<file path="src/hw/rtl/spce_pkg.sv">
`timescale 1ns / 1ps
package spce_pkg;

  // input kinds
  localparam logic OP_BYTE = 1'b0;
  localparam logic OP_TICK = 1'b1;

  // configuration register indexes
  localparam logic CFG_TIMEOUT = 1'b0;
  localparam logic CFG_APP_END = 1'b1;

  // register reset values
  localparam logic [15:0] TIMEOUT_RST = 16'd2000;
  localparam logic [15:0] APP_END_RST = 16'd28672;

  // default geometry
  localparam int PAGE_BYTES_DEF   = 128;
  localparam int FLASH_WORDS_DEF  = 16384;
  localparam int EEPROM_BYTES_DEF = 1024;
  localparam int QUEUE_DEPTH      = 4;

  // protocol characters
  localparam logic [7:0] CH_START  = 8'h53; // 'S'
  localparam logic [7:0] CH_ADDR   = 8'h41; // 'A'
  localparam logic [7:0] CH_BLOAD  = 8'h42; // 'B'
  localparam logic [7:0] CH_BREAD  = 8'h67; // 'g'
  localparam logic [7:0] CH_ERASE  = 8'h65; // 'e'
  localparam logic [7:0] CH_EXIT   = 8'h45; // 'E'
  localparam logic [7:0] CH_SIG    = 8'h73; // 's'
  localparam logic [7:0] CH_FLASH  = 8'h46; // 'F'
  localparam logic [7:0] CH_EEPROM = 8'h45; // 'E'
  localparam logic [7:0] CH_ESC    = 8'h1B;
  localparam logic [7:0] CH_CR     = 8'h0D;
  localparam logic [7:0] CH_QM     = 8'h3F;
  localparam logic [7:0] SIG_BYTE  = 8'hD0;
  localparam logic [7:0] ERASED_B  = 8'hFF;
  localparam logic [15:0] ERASED_W = 16'hFFFF;

  typedef enum logic [3:0] {
    K_START, K_CR, K_QM, K_EXIT, K_ADDR, K_SIG, K_ERASE, K_DATA, K_READ
  } kind_t;

  typedef enum logic [1:0] {MK_OTHER, MK_FLASH, MK_EEPROM} mem_kind_t;

  // one queued request for the back end
  typedef struct packed {
    kind_t       kind;
    logic [15:0] arg;   // address, or buffer index for data
    logic [7:0]  size;
    mem_kind_t   mk;
    logic [7:0]  data;
    logic        fin;   // last data byte of a block load
  } cmd_t;

endpackage

</file>
<file path="src/hw/rtl/spce_queue.sv">
`timescale 1ns / 1ps
module spce_queue import spce_pkg::*; #(
  parameter int DEPTH = QUEUE_DEPTH
) (
  input  logic clk,
  input  logic rst_n,
  input  logic push,
  input  cmd_t wdata,
  output logic full,
  input  logic pop,
  output cmd_t rdata,
  output logic empty
);

  localparam int AW = $clog2(DEPTH);

  cmd_t             slots [DEPTH];
  logic [AW-1:0]    wptr_r, rptr_r;
  logic [AW:0]      cnt_r;

  assign full  = (cnt_r == (AW+1)'(DEPTH));
  assign empty = (cnt_r == '0);
  assign rdata = slots[rptr_r];

  // payload slots
  always_ff @(posedge clk) begin
    if (push) begin
      slots[wptr_r] <= wdata;
    end
  end

  // pointers and fill count
  always_ff @(posedge clk) begin
    if (!rst_n) begin
      wptr_r <= '0;
      rptr_r <= '0;
      cnt_r  <= '0;
    end else begin
      if (push) begin
        wptr_r <= (wptr_r == AW'(DEPTH-1)) ? '0 : wptr_r + 1'b1;
      end
      if (pop) begin
        rptr_r <= (rptr_r == AW'(DEPTH-1)) ? '0 : rptr_r + 1'b1;
      end
      if (push && !pop) begin
        cnt_r <= cnt_r + 1'b1;
      end else if (pop && !push) begin
        cnt_r <= cnt_r - 1'b1;
      end
    end
  end

endmodule

</file>
<file path="config.mk">
export PLATFORM = sky130hd
export DESIGN_NAME = spce_queue
export DESIGN_NICKNAME = d
export VERILOG_FILES = /design/src/hw/rtl/spce_pkg.sv /design/src/hw/rtl/spce_queue.sv
export SDC_FILE = /design/constraint.sdc
export NUM_CORES = 1
export LEC_CHECK = 0
export ABC_AREA = 1
export BUFFER_PORTS_ARGS = -buffer_cell sky130_fd_sc_hd__buf_2
export CORE_UTILIZATION = 50
export DETAILED_ROUTE_END_ITERATION = 8
export GPL_TIMING_DRIVEN = 0
export PLACE_DENSITY = 0.71
export SYNTH_ARGS = -nofsm -noshare
export SYNTH_HDL_FRONTEND = slang
export SYNTH_SLANG_ARGS = --single-unit
</file>
<file path="constraint.sdc">
create_clock -name clk -period 2 [get_ports clk]
set_input_delay 0.2 -clock clk [delete_from_list [all_inputs] [get_ports clk]]
set_output_delay 0.2 -clock clk [all_outputs]
set_load 0.005 [all_outputs]
</file>
==> flow_summary.yaml <==
route:
  finalWirelength_um: 13100
  vias: 3979
  vias_per_cell: 5.26
  dr.pass1.iters: 4
  drcViolationCount: 0
  wl_per_cell_um: 17.3
  ant_nets: 0
  drt_iter0_drc: 253
yosys:
  yosys.area.top_type_share_pct: 75.0
  ys_top_cells_by_area: "edfxtp_1 75%, o21ai_0 6.3%, nor2_1 5.2%"
  synth_nets: 487
  synth-compound-area-share_pct: 10.6
  synth-edff-count: 156
  syn_area_um2: 6240
  async_flop_share_pct: 0
  seq_area_frac_synth_pct: 77.9
  synth_top_family_by_area: "compound AO/OA/AOI/OAI gates"
  synthAdderAreaFrac_pct: 1.52
  ys_types: 23
  yosys_warnings: 0
  synth_top_cell_by_area: "edfxtp_1"
  ys_ff_latch: 165
  synth_mux_area_share_pct: 0
  synthCells: 437
  syn_avg_cell_area_um2: 14.3
  synth-simple-area-share_pct: 6.15
  synth_xor_area_share_pct: 0.140
  ys.flop_type: "edfxtp_1"
floorplan:
  die_height_um: 114
  ios: 84
  die-width_um: 114
  coreArea_um2: 12100
  initial_core_util_pct: 51.6
  die-area_um2: 12900
  num_rows: 40
layout:
  fillCellCount: 919
  multi_input_area_um2: 1150
  diodes: 0
  fin_util_pct: 65.2
  seqCellArea_um2: 4870
  area_growth_syn_to_layout_pct: 26.5
  drive_above_1_share_pct: 25.0
  nets: 626
timing:
  fin_ws_ps: 119
  final.min_clock_period_ps: 1880
  finalSetupViolCount: 0
  whs_ps: 19.7
  period_share_pct: 94.0
  maxSlewViolCount: 0
  worst_slew_pin_slew_ps: 327
  max_slew_margin_pct: 78.2
  timing.final.hold_violations: 0
  tns_ps: 0
  fmax_mhz: 532
  fin_worst_skew_ps: 7.77
  rsz0062_at_grt: "no"
power_and_ir_drop:
  p_seq_share_pct: 49.7
  switchingPower_mw: 1.76
  peakVddDrop_mv: 0.475
  pwr-share-clk_pct: 40.4
  power_density_nw_per_um2: 1020
  switching_share_pct: 21.9
  combPwrFrac_pct: 10.0
  p_int_mw: 6.27
  leakagePower_nw: 2.90
outcome:
  status: "finished clean"
place:
  dp_slack_ps: 425
  io_buffers: 83
  place.gp.congestion: 0.730
  dp_hpwl_um: 7660
clock_tree:
  cts_tree: "yes"
  cts_max_level: 4
  numCtsBuffers: 17
  worst_skew_pair.late_latency_ps: 410
  path_clk_slew_ps: 60
  clockBufferDepth: 2
  clockRootBuffer: "clkbuf_16"
  post-cts-setup-buffer-count: 0
  clock-sinks: 165
global_routing:
  overflow: 0
  grt_antenna_before_repair: 0
  grt_max_degree: 31
  grt_use_total_pct: 21.6
  grt_pass1_wl_um: 20300
  grt_pass1_vias: 3967
critical_path:
  critical_path.endpoint: "rdata[5]"
  endpoint_kind: "output port"
  crit_path_max_fanout: 19
  worstPathArrival_ps: 1680
  worstSetupPathType: "register to output port"
  rrSetupSlack_ps: 490
  reg2reg_depth: 5
  cp-start-kind: "register"
  r2r_end: "slots[0][10]"
  cp.required_ps: 1800
  timing.rr.start: "wptr_r[0]"
run:
  cap_violations: 0
hold_path:
  hold_depth: 1
  hp-class: "input pin to register"
==> cells in the mapped netlist (2+ instances only) <==
cell type  count
edfxtp_1     156
nor2_1        86
o21ai_0       79
o22ai_1       39
inv_1         14
buf_2          9
dfxtp_1        9
nand2_1        8
buf_6          6
ha_1           6
clkbuf_1       4
nor3_1         4
a21oi_1        3
clkbuf_2       3
buf_4          2
o21ai_1        2
==> kinds of logic (layout without fill, tap and decap cells) <==
group,after synthesis,after routing
DFF,165,165
buffers and inverters,41,193
adders and majority gates,7,7
AOI/OAI and AO/OA,123,123
and+or+nand+nor,100,100
xor gates and xnor gates,1,1
==> per-layer routing <==
layer	routed length, um	track usage, %
met5	0	0
met3	710	5.37
met2	6580	36.4
met1	5580	26.8
met4	213	8.86
==> sequential cells by signal, indices dropped and copies added (netlist names), named ones only <==
register  count
rptr_r        2
slots       156
cnt_r         3
wptr_r        2
==> area by class of cell <==
type	instances	area share [%]
buffer	23	2.03
inverter	16	0.792
clock inverter	12	1.96
timing repair buffer	122	10.7
multi-input combinational	231	14.6
clock buffer	20	5.65
tap	168	2.66
sequential	165	61.6
==> repair_timing <==
| item | 4_1_cts | 5_1_grt |
|---|---|---|
| endpoints found under the setup margin | 1 | 18 |
| hold buffers | 35 | 0 |
| endpoints found under the hold margin | 136 | 0 |
| resized for setup | 1 | 7 |
==> cells in the final DEF, fill, tap and decap left out, drive strengths merged <==
cell,n
dlygate4sd3,35
edfxtp,156
xor2,1
o21ai,81
ha,6
inv,16
bufinv,3
nor3,4
nand3,1
clkinv,7
nand4,1
dfxtp,9
nand2,8
a21oi,3
clkbuf,28
nor2,86
fa,1
o22ai,39
buf,102
clkinvlp,2
==> critical path, stage by stage, from the launching register on <==
cell,delay (ps)
dfxtp_1,320
buf_6,130
buf_6,210
buf_4,220
nor2_1,60
o22ai_1,170
buf_2,150
==> through the flow <==
| stage | area (um^2) | total power [mW] | cells |
|---|---|---|---|
| 2_1_floorplan | 6240 | 4.44 | 437 |
| 3_3_place_gp | 6870 | 4.76 | 688 |
| 3_5_place_dp | 6950 | 4.81 | 692 |
| 4_1_cts | 7900 | 8.06 | 759 |
| 5_1_grt | 7900 | 8.29 | 757 |
| 6_report | 7900 | 8.03 | 757 |
==> power by group through the flow <==
stage          clock (mW)  combinational, mW  sequential, mW
2_1_floorplan           0              0.390            4.05
3_3_place_gp            0              0.700            4.06
3_5_place_dp            0              0.747            4.06
4_1_cts              3.27              0.806            3.99
5_1_grt              3.40              0.885            4.00
6_report             3.24              0.800            3.99
==> worst min-delay path by stage <==
stage              endpoint  slack [ps]       from
2_1_floorplan   slots[0][0]         300   wdata[0]
3_3_place_gp   slots[0][33]         410  wdata[33]
3_5_place_dp   slots[0][28]         410  wdata[28]
4_1_cts        slots[3][16]         0.2  wdata[16]
5_1_grt        slots[3][16]         0.2  wdata[16]
6_report       slots[1][20]          20  wdata[20]
(Power assumes the default switching activity.)
