`config.mk`:
```
export PLATFORM = sky130hd
export DESIGN_NAME = spce_front
export DESIGN_NICKNAME = d
export VERILOG_FILES = /design/src/hw/rtl/spce_pkg.sv /design/src/hw/rtl/spce_front.sv
export SDC_FILE = /design/constraint.sdc
export NUM_CORES = 1
export LEC_CHECK = 0
export ABC_AREA = 1
export ABC_CLOCK_PERIOD_IN_PS = 4100
export BUFFER_PORTS_ARGS = -buffer_cell sky130_fd_sc_hd__buf_4
export CORE_MARGIN = 2
export CORE_UTILIZATION = 45
export CTS_CLUSTER_SIZE = 28
export DETAILED_ROUTE_END_ITERATION = 10
export GPL_TIMING_DRIVEN = 0
export PLACE_DENSITY = 0.64
export SLEW_MARGIN = 20
export SYNTH_ARGS = -nofsm -noshare
export SYNTH_HDL_FRONTEND = slang
export SYNTH_SLANG_ARGS = --single-unit
export TNS_END_PERCENT = 10
```
`constraint.sdc`:
```
create_clock -name clk -period 4.1 [get_ports clk]
set_clock_uncertainty 0.2 [all_clocks]
set_input_delay 0.41 -clock clk [delete_from_list [all_inputs] [get_ports clk]]
set_output_delay 0.41 -clock clk [all_outputs]
set_load 0.01 [all_outputs]
```
`src/hw/rtl/spce_pkg.sv`:
```
`timescale 1ns / 1ps
package spce_pkg;

  // input kinds
  localparam logic OP_BYTE = 1'b0;
  localparam logic OP_TICK = 1'b1;

  // configuration register indexes
  localparam logic CFG_TIMEOUT = 1'b0;
  localparam logic CFG_APP_END = 1'b1;

  // register reset values
  localparam logic [15:0] TIMEOUT_RST = 16'd2000;
  localparam logic [15:0] APP_END_RST = 16'd28672;

  // default geometry
  localparam int PAGE_BYTES_DEF   = 128;
  localparam int FLASH_WORDS_DEF  = 16384;
  localparam int EEPROM_BYTES_DEF = 1024;
  localparam int QUEUE_DEPTH      = 4;

  // protocol characters
  localparam logic [7:0] CH_START  = 8'h53; // 'S'
  localparam logic [7:0] CH_ADDR   = 8'h41; // 'A'
  localparam logic [7:0] CH_BLOAD  = 8'h42; // 'B'
  localparam logic [7:0] CH_BREAD  = 8'h67; // 'g'
  localparam logic [7:0] CH_ERASE  = 8'h65; // 'e'
  localparam logic [7:0] CH_EXIT   = 8'h45; // 'E'
  localparam logic [7:0] CH_SIG    = 8'h73; // 's'
  localparam logic [7:0] CH_FLASH  = 8'h46; // 'F'
  localparam logic [7:0] CH_EEPROM = 8'h45; // 'E'
  localparam logic [7:0] CH_ESC    = 8'h1B;
  localparam logic [7:0] CH_CR     = 8'h0D;
  localparam logic [7:0] CH_QM     = 8'h3F;
  localparam logic [7:0] SIG_BYTE  = 8'hD0;
  localparam logic [7:0] ERASED_B  = 8'hFF;
  localparam logic [15:0] ERASED_W = 16'hFFFF;

  typedef enum logic [3:0] {
    K_START, K_CR, K_QM, K_EXIT, K_ADDR, K_SIG, K_ERASE, K_DATA, K_READ
  } kind_t;

  typedef enum logic [1:0] {MK_OTHER, MK_FLASH, MK_EEPROM} mem_kind_t;

  // one queued request for the back end
  typedef struct packed {
    kind_t       kind;
    logic [15:0] arg;   // address, or buffer index for data
    logic [7:0]  size;
    mem_kind_t   mk;
    logic [7:0]  data;
    logic        fin;   // last data byte of a block load
  } cmd_t;

endpackage

```
`src/hw/rtl/spce_front.sv`:
```
`timescale 1ns / 1ps
module spce_front import spce_pkg::*; #(
  parameter int PAGE_BYTES = PAGE_BYTES_DEF
) (
  input  logic        clk,
  input  logic        rst_n,
  input  logic        in_tvalid,
  output logic        in_tready,
  input  logic [7:0]  rx_byte,
  input  logic        opcode,
  input  logic [15:0] timeout_ticks,
  input  logic        q_full,
  input  logic        clr_done,
  output logic        push,
  output cmd_t        entry
);

  typedef enum logic [2:0] {
    PH_WAIT_S, PH_WAIT_ID, PH_LOCKED, PH_CMD, PH_ARGS, PH_DATA, PH_DONE
  } phase_t;

  phase_t      phase_r, phase_nxt;
  logic [15:0] tick_r, tick_nxt, tick_inc;
  logic [7:0]  cmd_r, cmd_nxt;
  logic [1:0]  argi_r, argi_nxt;
  logic [7:0]  size_r, size_nxt;
  logic [7:0]  addr_hi_r, addr_hi_nxt;
  logic [7:0]  didx_r, didx_nxt;
  mem_kind_t   mk_r, mk_nxt;
  logic        acc;
  logic        size_ok;
  logic        data_fin;

  assign in_tready = clr_done && !q_full;
  assign acc       = in_tvalid && in_tready;
  assign tick_inc  = (opcode == OP_TICK && tick_r != 16'hFFFF) ? tick_r + 16'd1 : tick_r;
  assign data_fin  = ({1'b0, didx_r} + 9'd1) >= {1'b0, size_r};

  // size check on the size held so far and the kind decoded from this byte
  always_comb begin
    size_ok = (size_r != 8'd0) && ({1'b0, size_r} <= 9'(PAGE_BYTES));
    if (mk_nxt == MK_FLASH && size_r[0]) begin
      size_ok = 1'b0;
    end
  end

  // command parser
  always_comb begin
    phase_nxt   = phase_r;
    tick_nxt    = tick_r;
    cmd_nxt     = cmd_r;
    argi_nxt    = argi_r;
    size_nxt    = size_r;
    addr_hi_nxt = addr_hi_r;
    didx_nxt    = didx_r;
    mk_nxt      = mk_r;
    push        = 1'b0;
    entry       = '{kind: K_CR, arg: 16'd0, size: size_r, mk: mk_r, data: rx_byte, fin: 1'b0};
    if (acc) begin
      if (phase_r == PH_WAIT_S) begin
        tick_nxt = tick_inc;
        if (tick_inc >= timeout_ticks) begin
          push       = 1'b1;
          entry.kind = K_START;
          phase_nxt  = PH_DONE;
        end else if (opcode == OP_BYTE && rx_byte == CH_START) begin
          phase_nxt = PH_WAIT_ID;
        end
      end else if (opcode == OP_BYTE) begin
        case (phase_r)
          // nothing can have written the EEPROM yet, so its last byte is erased
          PH_WAIT_ID: begin
            if (rx_byte == ERASED_B || rx_byte == 8'd0) begin
              push      = 1'b1;
              phase_nxt = PH_CMD;
            end else begin
              phase_nxt = PH_LOCKED;
            end
          end
          PH_CMD: begin
            case (rx_byte)
              CH_ADDR, CH_BLOAD, CH_BREAD: begin
                cmd_nxt   = rx_byte;
                argi_nxt  = 2'd0;
                phase_nxt = PH_ARGS;
              end
              CH_ERASE: begin
                push       = 1'b1;
                entry.kind = K_ERASE;
              end
              CH_EXIT: begin
                push       = 1'b1;
                entry.kind = K_EXIT;
                phase_nxt  = PH_DONE;
              end
              CH_SIG: begin
                push       = 1'b1;
                entry.kind = K_SIG;
              end
              CH_ESC: begin
              end
              default: begin
                push       = 1'b1;
                entry.kind = K_QM;
              end
            endcase
          end
          PH_ARGS: begin
            if (cmd_r == CH_ADDR) begin
              if (argi_r == 2'd0) begin
                addr_hi_nxt = rx_byte;
                argi_nxt    = 2'd1;
              end else begin
                push       = 1'b1;
                entry.kind = K_ADDR;
                entry.arg  = {addr_hi_r, rx_byte};
                phase_nxt  = PH_CMD;
              end
            end else if (argi_r == 2'd0) begin
              // a nonzero high byte marks a size beyond any page
              size_nxt = (rx_byte != 8'd0) ? 8'hFF : 8'd0;
              argi_nxt = 2'd1;
            end else if (argi_r == 2'd1) begin
              if (size_r == 8'd0) begin
                size_nxt = rx_byte;
              end
              argi_nxt = 2'd2;
            end else begin
              mk_nxt    = (rx_byte == CH_FLASH) ? MK_FLASH :
                          (rx_byte == CH_EEPROM) ? MK_EEPROM : MK_OTHER;
              phase_nxt = PH_CMD;
              entry.mk  = mk_nxt;
              if (cmd_r == CH_BLOAD) begin
                if (!size_ok) begin
                  push       = 1'b1;
                  entry.kind = K_QM;
                end else begin
                  didx_nxt  = 8'd0;
                  phase_nxt = PH_DATA;
                end
              end else if (mk_nxt != MK_OTHER) begin
                push       = 1'b1;
                entry.kind = size_ok ? K_READ : K_QM;
              end
            end
          end
          PH_DATA: begin
            push       = 1'b1;
            entry.kind = K_DATA;
            entry.arg  = {8'd0, didx_r};
            entry.fin  = data_fin;
            didx_nxt   = didx_r + 8'd1;
            if (data_fin) begin
              phase_nxt = PH_CMD;
            end
          end
          default: begin
          end
        endcase
      end
    end
  end

  // state
  always_ff @(posedge clk) begin
    if (!rst_n) begin
      phase_r   <= PH_WAIT_S;
      tick_r    <= '0;
      cmd_r     <= '0;
      argi_r    <= '0;
      size_r    <= '0;
      addr_hi_r <= '0;
      didx_r    <= '0;
      mk_r      <= MK_OTHER;
    end else begin
      phase_r   <= phase_nxt;
      tick_r    <= tick_nxt;
      cmd_r     <= cmd_nxt;
      argi_r    <= argi_nxt;
      size_r    <= size_nxt;
      addr_hi_r <= addr_hi_nxt;
      didx_r    <= didx_nxt;
      mk_r      <= mk_nxt;
    end
  end

endmodule

```
==> flow_summary.ini, run 1 <==
[outcome]
status = completed

[power]
vdd_drop_max_mv = 0.148
p_leak_nw = 2.37
power.total_mw = 1.08
p_per_area_mw_per_mm2 = 213

[global_route]
gr-total-overflow = 0
grt_pass1_wl_mm = 19.5
grt_max_degree = 19
grt_pass1_vias = 4129
antenna_found_initial = 0
grt_usage_pct = 24.4

[clocking]
ctsHoldBuffers = 0
clock_sinks = 55
clk_path_buf_depth = 2
cts_root_buf = clkbuf_8
h-tree-depth = 2
cts_buffers = 5
clk_pin_slew_ns = 0.12
clk_latency_ns = 0.32
cts_tree = done

[worst_setup_path]
cp_max_fo = 4
critPathMaxStageDelay_ns = 0.36
cp_num_buf_inv = 2
crit_path_top_delay_cell = dfxtp_2
crit_type = flop to output port
critPathMostFrequentCell = nand3_1
cp.required_ns = 3.49
startpoint_type = flop
end_kind = output port
crit_path_cell_trace = ha_4, nand3_4, nor2_1, nand3_1, nand2_4, nor3_4, nand3_2, nor2_4, nand3_1, xnor2_1, ha_1, nand4_1, nor3_2, nand3_2, nand4_1, nand3_1, inv_1, nand2_1, a21oi_2, buf_4
cp_data_arrival_time_ns = 3.34
crit_family = simple AND/OR/NAND/NOR gates

[cells_and_area]
ff_latch_area_mm2 = 0.00111
fin_nets = 756
mostFrequentLayoutCells = inv_1, buf_4, nand2_1
final_area_mm2 = 0.00507
final_cells = 809
syn_to_final_growth_pct = 23.5
multi_input_area_mm2 = 0.00259
drive_above_1_share_pct = 23.7
antenna_cells = 0
final_common_cell = inv_1
fin_util_pct = 57.6
fillerInstances = 867

[route]
drt-initial-drc-count = 233
routed_wl_mm = 12.1
vias_per_cell = 5.33
dr.pass1.iters = 5
postRouteAntennaNets = 0
drc_errors = 0
vias = 4311
wl_per_cell_um = 14.9

[place]
port_buffers = 70
gp_congestion = 0.939
place_ws_ns = -0.0514
dpl.hpwl_mm = 9.44
placed_area_mm2 = 0.00477
place_inst = 792

[worst_hold_path]
hold_class = input port to flop

[floorplan]
die_w_um = 99.5
ios = 71
die_h_um = 99.5
core_area_mm2 = 0.00881
floorplan.initialDensity_pct = 46.6
dieArea_mm2 = 0.00991
num_rows = 34

[timing]
post-route-min-period_ns = 3.95
rsz0062_at_grt = yes
post-route-period-util_pct = 96.4
tightest_slew_ns = 0.842
slew_viol_final = 0
holdWs_ns = 0.215
tns_ns = 0
hold_viol = 0
slew_headroom_pct = 43.8
setup_viol = 0
clock.fmax_mhz = 253
finalWorstSetupSlack_ns = 0.149

[yosys]
synth_nets = 670
synth.area.top_cells = dfxtp_1, inv_1, ha_1
synth_edf_count = 0
synth_flop_cell = dfxtp_1
synth_area_leader_cell = dfxtp_1
yosys_warnings = 0
ys_async_sr_fraction_pct = 0
ys_ff_latch = 55
mappedNetlistArea_mm2 = 0.00411
synth_cells = 614
ys_types = 46
synth-seq-area-share_pct = 26.8
avgSynthCellArea_um2 = 6.69
synth_top_area_share_pct = 26.8

[run]
maxCapViolCount = 0
-- synthesized netlist by cell type (3+ instances only) --
cell type	number
nand2_2	10
a211oi_1	12
nand2_1	84
a21oi_2	6
nand4_1	8
nand3_1	25
nor4_1	7
a22oi_1	8
nand3_2	3
buf_4	8
nor2_1	76
a211oi_2	4
nor2_4	3
nor2_2	4
a21oi_1	47
o21ai_0	46
inv_2	7
inv_1	108
xor2_1	16
o211ai_1	4
nor3_1	10
clkbuf_1	8
dfxtp_1	55
ha_1	26
-- worst reg2reg max path, cell delays in order (launching register included) --
cell and delay (ns):
dfxtp_2 0.36, ha_4 0.17, nand3_4 0.09, nor2_1 0.05
nand3_1 0.12, nand2_4 0.09, nor3_4 0.18, nand3_2 0.14
nor2_4 0.12, nand3_1 0.11, xnor2_1 0.27, ha_1 0.30
nand4_1 0.14, inv_1 0.06, a21oi_1 0.19, nand4_1 0.14
buf_4 0.16, buf_4 0.13, nor2_1 0.12, inv_1 0.06
nand2_1 0.08, a21oi_1 0.06, nand2_1 0.07, inv_1 0.03
-- routing by layer --
layer	up-vias	global-route usage, %	part of all wire (%)	routed length (um)
met3	27	4.15	5.3	633
met1	1967	31.2	45	5390
li1	2179	-	-	-
met4	0	8.54	2.7	325
met2	138	41.3	47	5700
met5	-	0	0	0
-- flip-flops by register name, indices dropped and copies added (netlist names) --
signal     cells
tick_r        16
addr_hi_r      8
cmd_r          8
size_r         8
didx_r         8
phase_r        3
mk_r           2
argi_r         2
-- kinds of logic after synthesis --
family	count (synthesis)	share of synthesized area [%]
AND/OR/NAND/NOR	238	27.0
AO/OA/AOI/OAI	142	21.0
buffers and inverters	135	13.4
flip-flops	55	26.8
adder cells (fa/ha/maj)	26	7.92
XOR/XNOR	18	3.84
-- where the power goes --
part / internal [mW] / switching, mW
registers: 0.546 / 0.0131
clock network: 0.123 / 0.202
logic: 0.0795 / 0.116
total: 0.748 / 0.331
-- final timing paths --
check                              start                   endpoint  slack, ns  depth (start not counted)
hold / removal                rx_byte[6]  addr_hi_r[6]$_SDFFE_PN0P_       0.21                          3
setup reg to reg  tick_r[0]$_SDFFE_PN0P_    phase_r[2]$_SDFFE_PN0P_       0.57                         23
hold reg to reg    cmd_r[3]$_SDFFE_PN0P_      cmd_r[3]$_SDFFE_PN0P_       0.28                          2
setup / recovery  tick_r[0]$_SDFFE_PN0P_                       push       0.15                         20
-- final cells by class --
type / instances / area share, %
repair buffers: 79 / 11.7
clock buffers: 5 / 1.36
inverters: 116 / 8.78
plain buffers: 19 / 2.19
clock inverters: 3 / 0.493
well taps: 108 / 2.66
multi-input cells: 424 / 51.0
flip-flops and latches: 55 / 21.8
-- timing repair --
item | CTS | global route
resized for setup | 16 | 18
endpoints found under the setup margin | 2 | 2
pin swaps | 4 | 13
buffers inserted | 3 | 6
Power figures use the tool's default switching activity.
==> run 2: changes to the inputs <==
--- a/config.mk
+++ b/config.mk
@@ -8,7 +8,7 @@
 export ABC_AREA = 1
 export ABC_CLOCK_PERIOD_IN_PS = 4100
 export BUFFER_PORTS_ARGS = -buffer_cell sky130_fd_sc_hd__buf_4
-export CORE_MARGIN = 2
+export CORE_ASPECT_RATIO = 1.1
 export CORE_UTILIZATION = 45
 export CTS_CLUSTER_SIZE = 28
 export DETAILED_ROUTE_END_ITERATION = 10
==> run 2 against run 1 <==
Compared with the run above: count of clock-buffer cells in the layout unchanged; non-clock buffer count increased by 6; via count increased by 1.9%; routed wire length about the same; core utilization increased by 0.77 points; worst setup slack got worse by 0.058 ns; die area decreased by 4.0%; fmax decreased by 1.5%; final cell count increased by 1.4%; combinational power increased by 3%; register-to-register slack improved by 0.03 ns; first-iteration DRC count decreased by 6.4%; critical endpoint unchanged; largest cell class unchanged; largest power group unchanged.
==> flow_summary.ini, run 2 (same netlist as run 1, synthesis figures left out) <==
[route]
drt-initial-drc-count = 218
vias_per_cell = 5.36
drc_errors = 0
wl_per_cell_um = 14.7
dr.pass1.iters = 5
routed_wl_mm = 12.0
vias = 4395
postRouteAntennaNets = 0

[worst_setup_path]
cp_max_fo = 4
critPathMostFrequentCell = nand2_1
crit_family = simple AND/OR/NAND/NOR gates
cp_data_arrival_time_ns = 3.40
end_kind = output port
cp.required_ns = 3.49
critPathMaxStageDelay_ns = 0.36
startpoint_type = flop
cp_num_buf_inv = 6
crit_type = flop to output port
crit_path_top_delay_cell = dfxtp_2

[cells_and_area]
fin_util_pct = 58.4
final_area_mm2 = 0.00518
fin_nets = 762
fillerInstances = 848
final_common_cell = inv_1
mostFrequentLayoutCells = inv_1, buf_4, nand2_1
ff_latch_area_mm2 = 0.00111
top_register = tick_r
drive_above_1_share_pct = 25.9
largest_reg_flops = 16
antenna_cells = 0
syn_to_final_growth_pct = 26.2
multi_input_area_mm2 = 0.00263

[timing]
post-route-min-period_ns = 4.01
tightest_slew_ns = 0.805
post-route-period-util_pct = 97.8
finalWorstSetupSlack_ns = 0.0901
setup_viol = 0
holdWs_ns = 0.248
rsz0062_at_grt = yes
hold_viol = 0
clock.fmax_mhz = 249
slew_headroom_pct = 45.9
slew_viol_final = 0

[floorplan]
core_area_mm2 = 0.00887
ios = 71
floorplan.initialDensity_pct = 46.3
die_w_um = 93.1
die_h_um = 102
num_rows = 36
dieArea_mm2 = 0.00951

[run]
maxCapViolCount = 0

[place]
placed_area_mm2 = 0.00478
gp_congestion = 0.941
place_ws_ns = -0.186
dpl.hpwl_mm = 9.29
port_buffers = 70

[global_route]
grt_usage_pct = 25.2
gr-total-overflow = 0
grt_pass1_wl_mm = 18.8
grt_max_degree = 17
grt_pass1_vias = 4076
antenna_found_initial = 0

[power]
p_leak_nw = 2.42
vdd_drop_max_mv = 0.164
p_per_area_mw_per_mm2 = 216
power.total_mw = 1.12

[clocking]
clk_path_buf_depth = 2
h-tree-depth = 2
clk_latency_ns = 0.32
clk_pin_slew_ns = 0.10
cts_buffers = 5
clock_sinks = 55
cts_tree = done
cts_root_buf = clkbuf_8

[worst_hold_path]
hold_class = input port to flop

[outcome]
status = completed
==> run 2: cell types whose count changed in the layout (fill, tap and decap cells not counted), sizes merged <==
cell,change
bufinv,+1
buf,+6
clkinv,-2
==> run 2: worst register-to-register path: cells and delay by family (launching register included) <==
kind / cells / cell delay, ns
adders and majority gates: 2 / 0.46
buffers and inverters: 3 / 0.34
and+or+nand+nor: 12 / 1.46
DFF: 1 / 0.35
xor gates and xnor gates: 1 / 0.17
AOI/OAI and AO/OA: 3 / 0.42
==> run 2: path summary, 6_finish.rpt <==
path / start / end / slack, ns / depth (start not counted)
setup / recovery: tick_r[0]$_SDFFE_PN0P_ / push / 0.09 / 25
hold / removal: rx_byte[0] / size_r[0]$_SDFFE_PN0P_ / 0.25 / 3
setup reg to reg: tick_r[0]$_SDFFE_PN0P_ / phase_r[0]$_SDFFE_PN0P_ / 0.60 / 21
hold reg to reg: cmd_r[3]$_SDFFE_PN0P_ / cmd_r[3]$_SDFFE_PN0P_ / 0.28 / 2
==> run 2: per-stage QoR <==
stage | TNS [ns] | std cells
2_1_floorplan | 0 | 614
3_3_place_gp | -0.251 | 798
3_5_place_dp | -0.220 | 798
4_1_cts | 0 | 811
5_1_grt | -0.125 | 820
6_report | 0 | 820
==> run 2: layer usage <==
| layer | GRT usage [%] | wire [um] | vias up |
|---|---|---|---|
| met5 | 0 | 0 | - |
| met4 | 11.7 | 463 | 0 |
| met3 | 3.05 | 566 | 32 |
| met2 | 47.5 | 6100 | 154 |
| met1 | 28.3 | 4910 | 2018 |
| li1 | - | - | 2191 |
==> run 2: layout make-up <==
cell class                      count  share of cell area (%)
Timing Repair Buffer               85                    12.3
Tap cell                          114                    2.75
Clock inverter                      2                   0.724
Multi-Input combinational cell    424                    50.7
Clock buffer                        5                    1.33
Inverter                          116                    8.59
Sequential cell                    55                    21.4
Buffer                             19                    2.15
==> run 2: power breakdown <==
group / leakage (nW) / switching, mW / internal, mW
clock network: 0.0502 / 0.183 / 0.179
registers: 0.448 / 0.0143 / 0.546
logic: 1.92 / 0.118 / 0.0821
==> run 2: what timing repair did <==
item,in CTS,in global routing
cloned,0,0
endpoints found under the hold margin,0,0
pin swaps,6,12
resized for setup,17,30
hold buffers,0,0
buffers inserted,6,9
endpoints found under the setup margin,2,2
==> run 3: changes to the inputs <==
--- a/config.mk
+++ b/config.mk
@@ -13,8 +13,7 @@
 export CTS_CLUSTER_SIZE = 28
 export DETAILED_ROUTE_END_ITERATION = 10
 export GPL_TIMING_DRIVEN = 0
-export PLACE_DENSITY = 0.64
-export SLEW_MARGIN = 20
+export PLACE_DENSITY = 0.66
 export SYNTH_ARGS = -nofsm -noshare
 export SYNTH_HDL_FRONTEND = slang
 export SYNTH_SLANG_ARGS = --single-unit
==> run 3 against run 2 <==
Compared with the run above: critical path depth down 2; die area unchanged; flip-flop and latch count unchanged; sequential power about the same; combinational power up 5%; non-clock buffer count unchanged; hold slack worse by 0.020 ns; critical path type unchanged; largest power group unchanged.
==> flow_summary.ini, run 3 (same netlist as run 1, synthesis figures left out) <==
[cells_and_area]
syn_to_final_growth_pct = 25.9
final_common_cell = inv_1
mostFrequentLayoutCells = inv_1, buf_4, nand2_1
drive_above_1_share_pct = 25.7
fin_util_pct = 58.3
fin_nets = 762
largest_reg_flops = 16
top_register = tick_r
antenna_cells = 0

[timing]
post-route-min-period_ns = 4.02
finalWorstSetupSlack_ns = 0.0831
slew_viol_final = 0
setup_viol = 0
slew_headroom_pct = 51.3
hold_viol = 0
post-route-period-util_pct = 98.0
clock.fmax_mhz = 249
tightest_slew_ns = 0.724

[worst_setup_path]
cp_max_fo = 3
reg2reg_depth = 22
crit_type = flop to output port
critPathMostFrequentCell = nand3_2
rr_startpoint = tick_r[1]$_SDFFE_PN0P_
cp_data_arrival_time_ns = 3.41
critPathMaxStageDelay_ns = 0.33
crit_start = tick_r[0]$_SDFFE_PN0P_
r2r_setup_slack_ns = 0.16
cp.required_ns = 3.49
critPathCapture = push
end_kind = output port
startpoint_type = flop
crit_path_top_delay_cell = dfxtp_2
timing.rr.end = phase_r[0]$_SDFFE_PN0P_
crit_path_cell_trace = ha_2, nand3_2, nor2_2, nand3_2, nand2_4, inv_4, nand3_4, inv_4, nand3_2, nor2_2, nand2_2, xor2_2, inv_2, ha_4, nand4_1, nor3_4, nand3_2, nand4_1, nand3_1, inv_1, nand2_1, a21oi_2, buf_4

[route]
dr.pass1.iters = 5
postRouteAntennaNets = 0
vias_per_cell = 5.40
wl_per_cell_um = 14.8
routed_wl_mm = 12.1
drt-initial-drc-count = 199
vias = 4434
drc_errors = 0

[global_route]
gr-total-overflow = 0
grt_pass1_vias = 4171
grt_max_degree = 17
antenna_found_initial = 0
grt_usage_pct = 25.3
grt_pass1_wl_mm = 19.0

[power]
p_per_area_mw_per_mm2 = 231
p_leak_nw = 2.43
vdd_drop_max_mv = 0.157

[place]
place_ws_ns = -0.161
gp_congestion = 0.955
dpl.hpwl_mm = 9.28
port_buffers = 70

[clocking]
clk_latency_ns = 0.32
clk_path_buf_depth = 2
cts_buffers = 5
h-tree-depth = 2
cts_root_buf = clkbuf_8
clk_pin_slew_ns = 0.10
cts_tree = done
clock_sinks = 55

[floorplan]
dieArea_mm2 = 0.00951
die_h_um = 102
num_rows = 36
ios = 71
die_w_um = 93.1
core_area_mm2 = 0.00887
floorplan.initialDensity_pct = 46.3

[outcome]
status = completed

[worst_hold_path]
hold_path_depth = 3
hold_class = input port to flop

[run]
maxCapViolCount = 0
run 3: changes by cell type in the layout (fill, tap and decap cells not counted), moves of 2 or more:
| cell | before | now |
|---|---|---|
| nor2_2 | 5 | 8 |
| nand3_2 | 6 | 8 |
| nand3_4 | 3 | 1 |
| nor2_1 | 73 | 71 |
| xor2_1 | 13 | 15 |
| xor2_2 | 3 | 1 |
run 3: layout make-up:
| cell class | count | area [um2] |
|---|---|---|
| Sequential cell | 55 | 1110 |
| Inverter | 116 | 445 |
| Clock inverter | 2 | 60.1 |
| Timing Repair Buffer | 85 | 638 |
| Multi-Input combinational cell | 424 | 2590 |
| Clock buffer | 6 | 72.6 |
| Tap cell | 114 | 143 |
| Fill cell | 833 | 3700 |
| Buffer | 19 | 111 |
run 3: where the power goes:
part	switching [mW]	total (mW)	internal (mW)
logic	0.121	0.209	0.0873
clock network	0.186	0.430	0.244
registers	0.0127	0.558	0.546
run 3: how the worst min path moves through the flow:
stage                             endpoint                   start  slack [ns]
finish              size_r[0]$_SDFFE_PN0P_              rx_byte[0]        0.23
global route        size_r[0]$_SDFFE_PN0P_              rx_byte[0]        0.25
CTS                 size_r[0]$_SDFFE_PN0P_              rx_byte[0]        0.23
detailed placement   cmd_r[2]$_SDFFE_PN0P_   cmd_r[2]$_SDFFE_PN0P_        0.26
global placement     cmd_r[5]$_SDFFE_PN0P_   cmd_r[5]$_SDFFE_PN0P_        0.26
floorplan           argi_r[0]$_SDFFE_PN0P_  argi_r[0]$_SDFFE_PN0P_        0.24
run 3: per-layer routing:
layer  vias up  global-route usage (%)  share of wire (%)
met5         -                       0                  0
met4         0                    11.1                3.6
met3        33                    2.68                3.8
met2       142                    48.9                 52
met1      2062                    28.0                 41
li1       2197                       -                  -
run 3: stage by stage:
step	setup TNS, ns	hold WS, ns	total power [mW]	cell area (um2)	std cells
after detailed placement	-0.170	0.263	0.746	4780	798
final	0	0.228	1.20	5170	821
after floorplan	0	0.244	0.676	4110	614
after global routing	-0.120	0.250	1.24	5170	821
after global placement	-0.152	0.258	0.740	4780	798
after CTS	0	0.230	1.19	5030	815
run 3: timing repair:
item,in CTS,in global routing
pin swaps,8,12
setup buffers,9,6
resized for setup,12,31
gates cloned,0,0
hold buffers,0,0
setup endpoints to repair,2,5
run 3: worst max-delay path, delay by kind of cell, from the launching register on:
kind | cells | cell delay (ns)
fa+ha+maj | 2 | 0.47
compound gates | 1 | 0.14
xor+xnor | 1 | 0.20
simple gates | 14 | 1.47
buf+inv | 5 | 0.45
flops | 1 | 0.33
